===== config.mk =====
export PLATFORM = sky130hd
export DESIGN_NAME = park_transform_top
export DESIGN_NICKNAME = d
export VERILOG_FILES = /design/src/rtl/park_pkg.sv /design/src/rtl/park_sincos.sv /design/src/rtl/park_mult.sv /design/src/rtl/park_round.sv /design/src/rtl/park_transform_top.sv
export SDC_FILE = /design/constraint.sdc
export NUM_CORES = 2
export LEC_CHECK = 0
export CORE_ASPECT_RATIO = 0.5
export CORE_UTILIZATION = 55
export CTS_BUF_LIST = sky130_fd_sc_hd__clkbuf_8
export DETAILED_ROUTE_END_ITERATION = 7
export DONT_BUFFER_PORTS = 1
export PLACE_DENSITY = 0.72
export SKIP_CTS_REPAIR_TIMING = 1
export SYNTH_ARGS = -nofsm -noshare
export SYNTH_HDL_FRONTEND = slang
export SYNTH_HIERARCHICAL = 1
export SYNTH_SLANG_ARGS = --single-unit

===== constraint.sdc =====
create_clock -name clk -period 10.26 [get_ports clk]
set_clock_uncertainty 0.05 [all_clocks]
set_input_delay 2.565 -clock clk [delete_from_list [all_inputs] [get_ports clk]]
set_output_delay 2.565 -clock clk [all_outputs]
set_load 0.02 [all_outputs]

===== src/rtl/park_pkg.sv =====
`timescale 1ns / 1ps

package park_pkg;

  // Quarter-wave sine table: 65 entries, magnitudes up to 32767.
  localparam int TAB_W      = 15;
  localparam int TAB_IDX_W  = 7;
  // Largest step between neighbouring entries is 804.
  localparam int DELTA_W    = 10;
  // Signed sine and cosine, Q1.15.
  localparam int TRIG_W     = 16;
  // Sums carry 15 fraction bits; half an output step is added before the cut.
  localparam int ROUND_POS  = 15;
  localparam int ROUND_HALF = 16384;

  function automatic logic [TAB_W-1:0] quarter_sine(input logic [TAB_IDX_W-1:0] idx);
    logic [TAB_W-1:0] val;
    unique case (idx)
      7'd0:  val = 15'd0;
      7'd1:  val = 15'd804;
      7'd2:  val = 15'd1608;
      7'd3:  val = 15'd2410;
      7'd4:  val = 15'd3212;
      7'd5:  val = 15'd4011;
      7'd6:  val = 15'd4808;
      7'd7:  val = 15'd5602;
      7'd8:  val = 15'd6393;
      7'd9:  val = 15'd7179;
      7'd10: val = 15'd7962;
      7'd11: val = 15'd8739;
      7'd12: val = 15'd9512;
      7'd13: val = 15'd10278;
      7'd14: val = 15'd11039;
      7'd15: val = 15'd11793;
      7'd16: val = 15'd12539;
      7'd17: val = 15'd13279;
      7'd18: val = 15'd14010;
      7'd19: val = 15'd14732;
      7'd20: val = 15'd15446;
      7'd21: val = 15'd16151;
      7'd22: val = 15'd16846;
      7'd23: val = 15'd17530;
      7'd24: val = 15'd18204;
      7'd25: val = 15'd18868;
      7'd26: val = 15'd19519;
      7'd27: val = 15'd20159;
      7'd28: val = 15'd20787;
      7'd29: val = 15'd21403;
      7'd30: val = 15'd22005;
      7'd31: val = 15'd22594;
      7'd32: val = 15'd23170;
      7'd33: val = 15'd23731;
      7'd34: val = 15'd24279;
      7'd35: val = 15'd24811;
      7'd36: val = 15'd25329;
      7'd37: val = 15'd25832;
      7'd38: val = 15'd26319;
      7'd39: val = 15'd26790;
      7'd40: val = 15'd27245;
      7'd41: val = 15'd27683;
      7'd42: val = 15'd28105;
      7'd43: val = 15'd28510;
      7'd44: val = 15'd28898;
      7'd45: val = 15'd29268;
      7'd46: val = 15'd29621;
      7'd47: val = 15'd29956;
      7'd48: val = 15'd30273;
      7'd49: val = 15'd30571;
      7'd50: val = 15'd30852;
      7'd51: val = 15'd31113;
      7'd52: val = 15'd31356;
      7'd53: val = 15'd31580;
      7'd54: val = 15'd31785;
      7'd55: val = 15'd31971;
      7'd56: val = 15'd32137;
      7'd57: val = 15'd32285;
      7'd58: val = 15'd32412;
      7'd59: val = 15'd32521;
      7'd60: val = 15'd32609;
      7'd61: val = 15'd32678;
      7'd62: val = 15'd32728;
      7'd63: val = 15'd32757;
      // The peak entry; indexes past it only occur as the unused upper neighbour.
      default: val = 15'd32767;
    endcase
    return val;
  endfunction

endpackage


===== src/rtl/park_sincos.sv =====
`timescale 1ns / 1ps

module park_sincos #(
  parameter int SAMPLE_WIDTH = 16,
  parameter int PHASE_WIDTH  = 16
) (
  input  logic                                   clk,
  input  logic                                   rst_n,
  input  logic                                   up_valid,
  output logic                                   up_ready,
  input  logic signed [SAMPLE_WIDTH-1:0]         up_alpha,
  input  logic signed [SAMPLE_WIDTH-1:0]         up_beta,
  input  logic        [PHASE_WIDTH-1:0]          up_phase,
  output logic                                   dn_valid,
  input  logic                                   dn_ready,
  output logic signed [SAMPLE_WIDTH-1:0]         dn_alpha,
  output logic signed [SAMPLE_WIDTH-1:0]         dn_beta,
  output logic signed [park_pkg::TRIG_W-1:0]     dn_sin,
  output logic signed [park_pkg::TRIG_W-1:0]     dn_cos
);

  localparam int FRAC_W = PHASE_WIDTH - 8;
  localparam int FW     = (FRAC_W == 0) ? 1 : FRAC_W;
  localparam int P_W    = PHASE_WIDTH - 2;
  localparam int PROD_W = park_pkg::DELTA_W + FW + 1;
  localparam logic [P_W:0]    QUARTER = (P_W + 1)'(1) << P_W;
  localparam logic [FW-1:0]   FMASK   = (FRAC_W == 0) ? '0 : '1;
  localparam logic [PROD_W-1:0] HALF  = (FRAC_W == 0) ? '0 : (PROD_W'(1) << (FW - 1));

  // Stage A: quadrant folding and table reads.
  logic                              valid_a_r;
  logic                              ready_a;
  logic signed [SAMPLE_WIDTH-1:0]    alpha_a_r, beta_a_r;
  logic [park_pkg::TAB_W-1:0]        sin_base_r, cos_base_r;
  logic [park_pkg::DELTA_W-1:0]      sin_delta_r, cos_delta_r;
  logic [FW-1:0]                     sin_frac_r, cos_frac_r;
  logic                              sin_neg_r, cos_neg_r;

  logic [1:0]                        sin_quad, cos_quad;
  logic [P_W:0]                      v_direct, v_mirror, sin_v, cos_v;
  logic [park_pkg::TAB_IDX_W-1:0]    sin_idx, cos_idx;
  logic [park_pkg::TAB_W-1:0]        sin_base_nxt, cos_base_nxt;
  logic [park_pkg::TAB_W-1:0]        sin_next, cos_next;

  // Stage B: interpolation and sign.
  logic                              valid_b_r;
  logic                              ready_b;
  logic signed [SAMPLE_WIDTH-1:0]    alpha_b_r, beta_b_r;
  logic signed [park_pkg::TRIG_W-1:0] sin_r, cos_r;
  logic signed [park_pkg::TRIG_W-1:0] sin_nxt, cos_nxt;

  function automatic logic signed [park_pkg::TRIG_W-1:0] interp(
    input logic [park_pkg::TAB_W-1:0]   base,
    input logic [park_pkg::DELTA_W-1:0] delta,
    input logic [FW-1:0]                frac,
    input logic                         neg
  );
    logic [PROD_W-1:0]          prod;
    logic [park_pkg::TAB_W-1:0] mag;
    prod = PROD_W'(delta) * PROD_W'(frac) + HALF;
    prod = prod >> FRAC_W;
    mag  = base + prod[park_pkg::TAB_W-1:0];
    return neg ? -$signed({1'b0, mag}) : $signed({1'b0, mag});
  endfunction

  assign ready_a  = !valid_a_r || ready_b;
  assign ready_b  = !valid_b_r || dn_ready;
  assign up_ready = ready_a;

  // Cosine is the sine one quadrant on, so both share the fold of the low bits.
  always_comb begin
    sin_quad     = up_phase[PHASE_WIDTH-1 -: 2];
    cos_quad     = sin_quad + 2'd1;
    v_direct     = {1'b0, up_phase[P_W-1:0]};
    v_mirror     = QUARTER - v_direct;
    sin_v        = sin_quad[0] ? v_mirror : v_direct;
    cos_v        = cos_quad[0] ? v_mirror : v_direct;
    sin_idx      = sin_v[P_W:FRAC_W];
    cos_idx      = cos_v[P_W:FRAC_W];
    sin_base_nxt = park_pkg::quarter_sine(sin_idx);
    cos_base_nxt = park_pkg::quarter_sine(cos_idx);
    sin_next     = park_pkg::quarter_sine(sin_idx + 7'd1);
    cos_next     = park_pkg::quarter_sine(cos_idx + 7'd1);
  end

  always_ff @(posedge clk) begin
    if (!rst_n) begin
      valid_a_r <= 1'b0;
    end else if (ready_a) begin
      valid_a_r <= up_valid;
    end
  end

  always_ff @(posedge clk) begin
    if (ready_a && up_valid) begin
      alpha_a_r   <= up_alpha;
      beta_a_r    <= up_beta;
      sin_base_r  <= sin_base_nxt;
      cos_base_r  <= cos_base_nxt;
      sin_delta_r <= park_pkg::DELTA_W'(sin_next - sin_base_nxt);
      cos_delta_r <= park_pkg::DELTA_W'(cos_next - cos_base_nxt);
      sin_frac_r  <= FW'(sin_v) & FMASK;
      cos_frac_r  <= FW'(cos_v) & FMASK;
      sin_neg_r   <= sin_quad[1];
      cos_neg_r   <= cos_quad[1];
    end
  end

  always_comb begin
    sin_nxt = interp(sin_base_r, sin_delta_r, sin_frac_r, sin_neg_r);
    cos_nxt = interp(cos_base_r, cos_delta_r, cos_frac_r, cos_neg_r);
  end

  always_ff @(posedge clk) begin
    if (!rst_n) begin
      valid_b_r <= 1'b0;
    end else if (ready_b) begin
      valid_b_r <= valid_a_r;
    end
  end

  always_ff @(posedge clk) begin
    if (ready_b && valid_a_r) begin
      alpha_b_r <= alpha_a_r;
      beta_b_r  <= beta_a_r;
      sin_r     <= sin_nxt;
      cos_r     <= cos_nxt;
    end
  end

  assign dn_valid = valid_b_r;
  assign dn_alpha = alpha_b_r;
  assign dn_beta  = beta_b_r;
  assign dn_sin   = sin_r;
  assign dn_cos   = cos_r;

`ifndef SYNTHESIS
  // The table peaks at 32767, so the most negative code can never appear.
  a_trig_range: assert property (@(posedge clk) disable iff (!rst_n)
    valid_b_r |-> (sin_r != {1'b1, {(park_pkg::TRIG_W-1){1'b0}}}) &&
                  (cos_r != {1'b1, {(park_pkg::TRIG_W-1){1'b0}}}))
    else $error("sine or cosine out of range");
`endif

endmodule


===== src/rtl/park_mult.sv =====
`timescale 1ns / 1ps

module park_mult #(
  parameter int SAMPLE_WIDTH = 16
) (
  input  logic                                              clk,
  input  logic                                              rst_n,
  input  logic                                              up_valid,
  output logic                                              up_ready,
  input  logic signed [SAMPLE_WIDTH-1:0]                    up_alpha,
  input  logic signed [SAMPLE_WIDTH-1:0]                    up_beta,
  input  logic signed [park_pkg::TRIG_W-1:0]                up_sin,
  input  logic signed [park_pkg::TRIG_W-1:0]                up_cos,
  output logic                                              dn_valid,
  input  logic                                              dn_ready,
  output logic signed [SAMPLE_WIDTH+park_pkg::TRIG_W-1:0]   dn_ac,
  output logic signed [SAMPLE_WIDTH+park_pkg::TRIG_W-1:0]   dn_bs,
  output logic signed [SAMPLE_WIDTH+park_pkg::TRIG_W-1:0]   dn_bc,
  output logic signed [SAMPLE_WIDTH+park_pkg::TRIG_W-1:0]   dn_as
);

  localparam int PROD_W = SAMPLE_WIDTH + park_pkg::TRIG_W;

  logic                     valid_c_r;
  logic                     ready_c;
  logic signed [PROD_W-1:0] prod_ac_r, prod_bs_r, prod_bc_r, prod_as_r;

  assign ready_c  = !valid_c_r || dn_ready;
  assign up_ready = ready_c;

  always_ff @(posedge clk) begin
    if (!rst_n) begin
      valid_c_r <= 1'b0;
    end else if (ready_c) begin
      valid_c_r <= up_valid;
    end
  end

  always_ff @(posedge clk) begin
    if (ready_c && up_valid) begin
      prod_ac_r <= up_alpha * up_cos;
      prod_bs_r <= up_beta * up_sin;
      prod_bc_r <= up_beta * up_cos;
      prod_as_r <= up_alpha * up_sin;
    end
  end

  assign dn_valid = valid_c_r;
  assign dn_ac    = prod_ac_r;
  assign dn_bs    = prod_bs_r;
  assign dn_bc    = prod_bc_r;
  assign dn_as    = prod_as_r;

`ifndef SYNTHESIS
  // A product held back by the rounding stage must survive until it is taken.
  a_hold_products: assert property (@(posedge clk) disable iff (!rst_n)
    valid_c_r && !dn_ready |=> valid_c_r && $stable(prod_ac_r) && $stable(prod_bs_r) &&
                               $stable(prod_bc_r) && $stable(prod_as_r))
    else $error("stalled products changed");
`endif

endmodule


===== src/rtl/park_round.sv =====
`timescale 1ns / 1ps

module park_round #(
  parameter int SAMPLE_WIDTH = 16
) (
  input  logic                                              clk,
  input  logic                                              rst_n,
  input  logic                                              up_valid,
  output logic                                              up_ready,
  input  logic signed [SAMPLE_WIDTH+park_pkg::TRIG_W-1:0]   up_ac,
  input  logic signed [SAMPLE_WIDTH+park_pkg::TRIG_W-1:0]   up_bs,
  input  logic signed [SAMPLE_WIDTH+park_pkg::TRIG_W-1:0]   up_bc,
  input  logic signed [SAMPLE_WIDTH+park_pkg::TRIG_W-1:0]   up_as,
  output logic                                              dn_valid,
  input  logic                                              dn_ready,
  output logic signed [SAMPLE_WIDTH:0]                      dn_direct,
  output logic signed [SAMPLE_WIDTH:0]                      dn_quadrature
);

  localparam int SUM_W = SAMPLE_WIDTH + park_pkg::TRIG_W + 1;

  logic                       valid_d_r;
  logic                       ready_d;
  logic signed [SAMPLE_WIDTH:0] direct_r, quadrature_r;
  logic signed [SUM_W-1:0]    d_sum, q_sum;

  assign ready_d  = !valid_d_r || dn_ready;
  assign up_ready = ready_d;

  // Round half up: add half a step, then keep the bits from the step upwards.
  always_comb begin
    d_sum = SUM_W'(up_ac) + SUM_W'(up_bs) + SUM_W'(park_pkg::ROUND_HALF);
    q_sum = SUM_W'(up_bc) - SUM_W'(up_as) + SUM_W'(park_pkg::ROUND_HALF);
  end

  always_ff @(posedge clk) begin
    if (!rst_n) begin
      valid_d_r <= 1'b0;
    end else if (ready_d) begin
      valid_d_r <= up_valid;
    end
  end

  always_ff @(posedge clk) begin
    if (ready_d && up_valid) begin
      direct_r     <= d_sum[park_pkg::ROUND_POS +: SAMPLE_WIDTH + 1];
      quadrature_r <= q_sum[park_pkg::ROUND_POS +: SAMPLE_WIDTH + 1];
    end
  end

  assign dn_valid      = valid_d_r;
  assign dn_direct     = direct_r;
  assign dn_quadrature = quadrature_r;

`ifndef SYNTHESIS
  a_reset_idle: assert property (@(posedge clk)
    !rst_n |=> !valid_d_r)
    else $error("result valid straight after reset");

  // A new transaction may only load while the output stage is free or draining.
  a_no_overwrite: assert property (@(posedge clk) disable iff (!rst_n)
    valid_d_r && !dn_ready |=> valid_d_r && $stable(direct_r) && $stable(quadrature_r))
    else $error("pending result overwritten");
`endif

endmodule


===== src/rtl/park_transform_top.sv =====
`timescale 1ns / 1ps

// Channel   Direction  tdata fields (lowest bit up)
// in_*      slave      alpha_in, beta_in, phase; zero padded to whole bytes
// out_*     master     direct_out, quadrature_out; zero padded to whole bytes
//
// One transaction is taken every clock while in_tready is high.
// The result passes four register stages: table fold, interpolation, multiply, round.
// Reset clears only the stage valid bits; the data registers are not reset.
// Each stage holds its contents while the stage after it is full and stalled,
// so in_tready drops only once the whole pipeline is full.

module park_transform_top #(
  parameter int SAMPLE_WIDTH = 16,
  parameter int PHASE_WIDTH  = 16
) (
  input  logic                                             clk,
  input  logic                                             rst_n,
  input  logic                                             in_tvalid,
  output logic                                             in_tready,
  // alpha_in, beta_in, phase
  input  logic [((2*SAMPLE_WIDTH+PHASE_WIDTH+7)/8)*8-1:0]  in_tdata,
  output logic                                             out_tvalid,
  input  logic                                             out_tready,
  // direct_out, quadrature_out
  output logic [((2*SAMPLE_WIDTH+2+7)/8)*8-1:0]            out_tdata
);

  localparam int OUT_TDATA_W = ((2*SAMPLE_WIDTH+2+7)/8)*8;
  localparam int PROD_W      = SAMPLE_WIDTH + park_pkg::TRIG_W;

  logic signed [SAMPLE_WIDTH-1:0]        alpha, beta;
  logic        [PHASE_WIDTH-1:0]         phase;

  logic                                  trig_valid, trig_ready;
  logic signed [SAMPLE_WIDTH-1:0]        trig_alpha, trig_beta;
  logic signed [park_pkg::TRIG_W-1:0]    trig_sin, trig_cos;

  logic                                  prod_valid, prod_ready;
  logic signed [PROD_W-1:0]              prod_ac, prod_bs, prod_bc, prod_as;

  logic signed [SAMPLE_WIDTH:0]          direct, quadrature;

  assign alpha = in_tdata[0 +: SAMPLE_WIDTH];
  assign beta  = in_tdata[SAMPLE_WIDTH +: SAMPLE_WIDTH];
  assign phase = in_tdata[2*SAMPLE_WIDTH +: PHASE_WIDTH];

  park_sincos #(
    .SAMPLE_WIDTH (SAMPLE_WIDTH),
    .PHASE_WIDTH  (PHASE_WIDTH)
  ) u_sincos (
    .clk      (clk),
    .rst_n    (rst_n),
    .up_valid (in_tvalid),
    .up_ready (in_tready),
    .up_alpha (alpha),
    .up_beta  (beta),
    .up_phase (phase),
    .dn_valid (trig_valid),
    .dn_ready (trig_ready),
    .dn_alpha (trig_alpha),
    .dn_beta  (trig_beta),
    .dn_sin   (trig_sin),
    .dn_cos   (trig_cos)
  );

  park_mult #(
    .SAMPLE_WIDTH (SAMPLE_WIDTH)
  ) u_mult (
    .clk      (clk),
    .rst_n    (rst_n),
    .up_valid (trig_valid),
    .up_ready (trig_ready),
    .up_alpha (trig_alpha),
    .up_beta  (trig_beta),
    .up_sin   (trig_sin),
    .up_cos   (trig_cos),
    .dn_valid (prod_valid),
    .dn_ready (prod_ready),
    .dn_ac    (prod_ac),
    .dn_bs    (prod_bs),
    .dn_bc    (prod_bc),
    .dn_as    (prod_as)
  );

  park_round #(
    .SAMPLE_WIDTH (SAMPLE_WIDTH)
  ) u_round (
    .clk           (clk),
    .rst_n         (rst_n),
    .up_valid      (prod_valid),
    .up_ready      (prod_ready),
    .up_ac         (prod_ac),
    .up_bs         (prod_bs),
    .up_bc         (prod_bc),
    .up_as         (prod_as),
    .dn_valid      (out_tvalid),
    .dn_ready      (out_tready),
    .dn_direct     (direct),
    .dn_quadrature (quadrature)
  );

  assign out_tdata = OUT_TDATA_W'({quadrature, direct});

endmodule

==> results by group <==
Status
  • Status: finished, final reports clean

Place
  • Placed wire-length estimate: 122200 µm
  • Setup WS pre-CTS: 1.765 ns
  • Placed cells: between 8000 and 9000
  • IO Port Bufs: 0
  • RePlAce Congestion: around 0.92

STA
  • Peak Freq: 0.1286 GHz
  • Part of the cycle the worst path needs: 0.7580
  • Worst slew margin: 0.2438
  • Slew at the pin with the worst max-slew slack: 1.125 ns
  • Pins Over Slew Limit: 0
  • Final setup vio count: 0
  • Hold slack: between 0.3 and 0.4 ns
  • Final setup margin: 2.483 ns
  • Final Hold Fails: 0
  • RSZ-0062 raised after global routing: no
  • Setup TNS: 0 ns
  • Crit path time final: 7.777 ns

Clocking
  • Clk root buf: clkbuf_8
  • CTS Buffer Depth: 3
  • # H-tree levels: 2
  • Reg clk slew, reported paths: 0.06 ns
  • Num CTS Buffers: 56
  • Worst skew pair latency: 0.75 ns
  • CTS tree: done
  • Clk sinks: around 330

Layout
  • Synth-to-Final Area Change: 4.074%
  • Final Non-Filler Cells: 8635
  • Commonest cells after routing, fill and taps aside: inv_1 (1394), fa_1 (1146), nand2_1 (746)
  • Commonest non-fill, non-tap cell in the layout: inv_1
  • Layout cells sized above 1: 0.03836
  • Fill cells: a little over 10000
  • Fin nets: 8806

Worst setup path
  • WS Path Type: in -> reg
  • CP endpoint kind: register
  • CP required: 10.69 ns
  • CP max FO: 16
  • Setup crit start kind: input port
  • Worst path arrival time: a little over 8 ns

Synth
  • Primary FF master, synth: edfxtp_1
  • Post-synth top area cell: fa_1
  • Yosys Warn Count: 6
  • Number of synthesized register bits: 329
  • Avg Inst Size Synth: ~9.3 µm²
  • Post-synth cell types: 107
  • Post-synth EDFFs: 325
  • FFs w/ async S/R, synth: 0
  • Synth top area share: 0.3447
  • Gate count of the mapped netlist: 7154
  • Mapped cell area: 66550 µm²
  • Seq/Total Area, Yosys: 0.1478
  • Synth area leaders: fa_1 (34%), edfxtp_1 (15%), ha_1 (11%), inv_1 (7.8%), and2_1 (5.9%)

Global routing
  • Pin count of the biggest net entering global routing: 69
  • Grt ovf: 0
  • Initial antenna violation count: 8
  • Vias in the first global route: 48880
  • All-layer global routing usage: 0.2706
  • First-pass GRT wire length: approximately 260000 µm

Routing
  • Vias after detailed routing: a little under 50000
  • Vias/cell: around 5.7
  • DRC viols: 0
  • Drt pass-1 iters: 6
  • ANT nets after route: 0
  • Total length of routed wires: 160100 µm
  • DR WL/cell: 18.54 µm
  • Detailed Route Iter0 Violations: between 4000 and 5000

Hold path
  • Worst hold path type: reg -> reg

Job
  • Max_cap viols: 0

Floorplan
  • Core area: roughly 120000 µm²
  • DIE WIDTH: 493.9 µm
  • Die H: 248.0 µm
  • DIE AREA: 122500 µm²
  • IO Count: 94
  • Cell row count: 89
  • Initial core utilization: 0.5596
[cell usage after synthesis (all sizes together) (9+ instances only)]
| library cell | number |
|---|---|
| a2111oi | 18 |
| a211o | 19 |
| a211oi | 48 |
| a21boi | 11 |
| a21o | 63 |
| a21oi | 278 |
| a221o | 11 |
| a221oi | 20 |
| a311oi | 12 |
| a31oi | 42 |
| a41oi | 9 |
| and2 | 629 |
| and3 | 32 |
| buf | 46 |
| clkbuf | 278 |
| edfxtp | 325 |
| fa | 1146 |
| ha | 611 |
| inv | 1385 |
| nand2 | 746 |
| nand2b | 41 |
| nand3 | 74 |
| nand4 | 22 |
| nor2 | 294 |
| nor2b | 33 |
| nor3 | 100 |
| nor4 | 14 |
| o211ai | 44 |
| o21a | 44 |
| o21ai | 186 |
| o21bai | 33 |
| o22ai | 16 |
| o311ai | 16 |
| o31a | 9 |
| o31ai | 35 |
| or2 | 12 |
| or3 | 28 |
| or4 | 10 |
| xnor2 | 214 |
| xor2 | 79 |
[sequential cells by signal, summed over array words and instances (netlist names), 16 cells and up]
signal and flops:
u_sincos/beta_a_r 16, u_sincos/dn_alpha 16, u_round/dn_direct 17, u_round/dn_quadrature 17
u_mult/dn_bc 32, u_mult/dn_as 32, u_sincos/dn_beta 16, u_sincos/dn_cos 16
u_sincos/alpha_a_r 16, u_sincos/dn_sin 16, u_mult/dn_bs 32, u_mult/dn_ac 32
[critical path, stage by stage]
cell	delay, ns
nor3_2	0.57
a31oi_1	0.23
xor2_2	0.49
ha_1	0.52
nand2_1	0.10
mux2i_1	0.45
xnor2_2	0.35
buf_4	0.29
nor3_1	0.28
o21ai_0	0.12
a21oi_1	0.17
a21oi_1	0.05
o21ai_0	0.22
ha_1	0.23
inv_1	0.07
fa_1	0.43
a21o_1	0.18
a21oi_1	0.21
o21bai_1	0.09
a21oi_1	0.21
o21bai_1	0.10
a21oi_1	0.18
xnor2_1	0.07
[routing by layer]
layer	wire length, µm	up-vias	track usage
met3	15620	267	0.04853
met2	66590	2010	0.3963
met1	73030	24370	0.4080
met5	51	-	0
li1	-	22410	-
met4	4787	6	0.07902
[kinds of logic after synthesis]
family / Yosys count / synth area share
other: 1 / 0.00005635
buffers and inverters: 1711 / 0.09759
and+or+nand+nor: 2061 / 0.1531
muxes: 14 / 0.002782
adders and majority gates: 1757 / 0.4596
DFF: 329 / 0.1478
AOI/OAI and AO/OA: 988 / 0.09917
xor gates and xnor gates: 293 / 0.03991
[layout make-up]
class	count	area, µm²	area share
sequential	329	9839	0.1421
tap	1592	1992	0.02876
clock buffer	57	784.5	0.01133
multi-input combinational	5119	50310	0.7263
antenna	4	10.01	0.0001445
clock inverter	43	341.6	0.004932
inverter	1387	5206	0.07517
timing repair buffer	104	780.7	0.01127
[through the flow]
stage,util,cell area (µm²)
global placement,0.5728,68130
detailed placement,0.5728,68130
global route,0.5823,69260
CTS,0.5823,69250
floorplan,-,66570
finish,0.5824,69260
[path summary, 6_finish.rpt]
| kind | start | end | slack [ns] | depth (start not counted) |
|---|---|---|---|---|
| worst max-delay path | in_tdata[36] | u_sincos/sin_delta_r[8] | 2.48 | 23 |
| worst min-delay path | u_sincos/alpha_a_r[14] | u_sincos/dn_alpha[14] | 0.36 | 0 |
| worst max register to register | u_sincos/sin_frac_r[0] | u_sincos/dn_cos[14] | 2.76 | 23 |
| worst min register to register | u_sincos/alpha_a_r[14] | u_sincos/dn_alpha[14] | 0.36 | 0 |
Power is not shown: default switching activity piles up to over one toggle a cycle in this logic, so the estimate is an artifact.
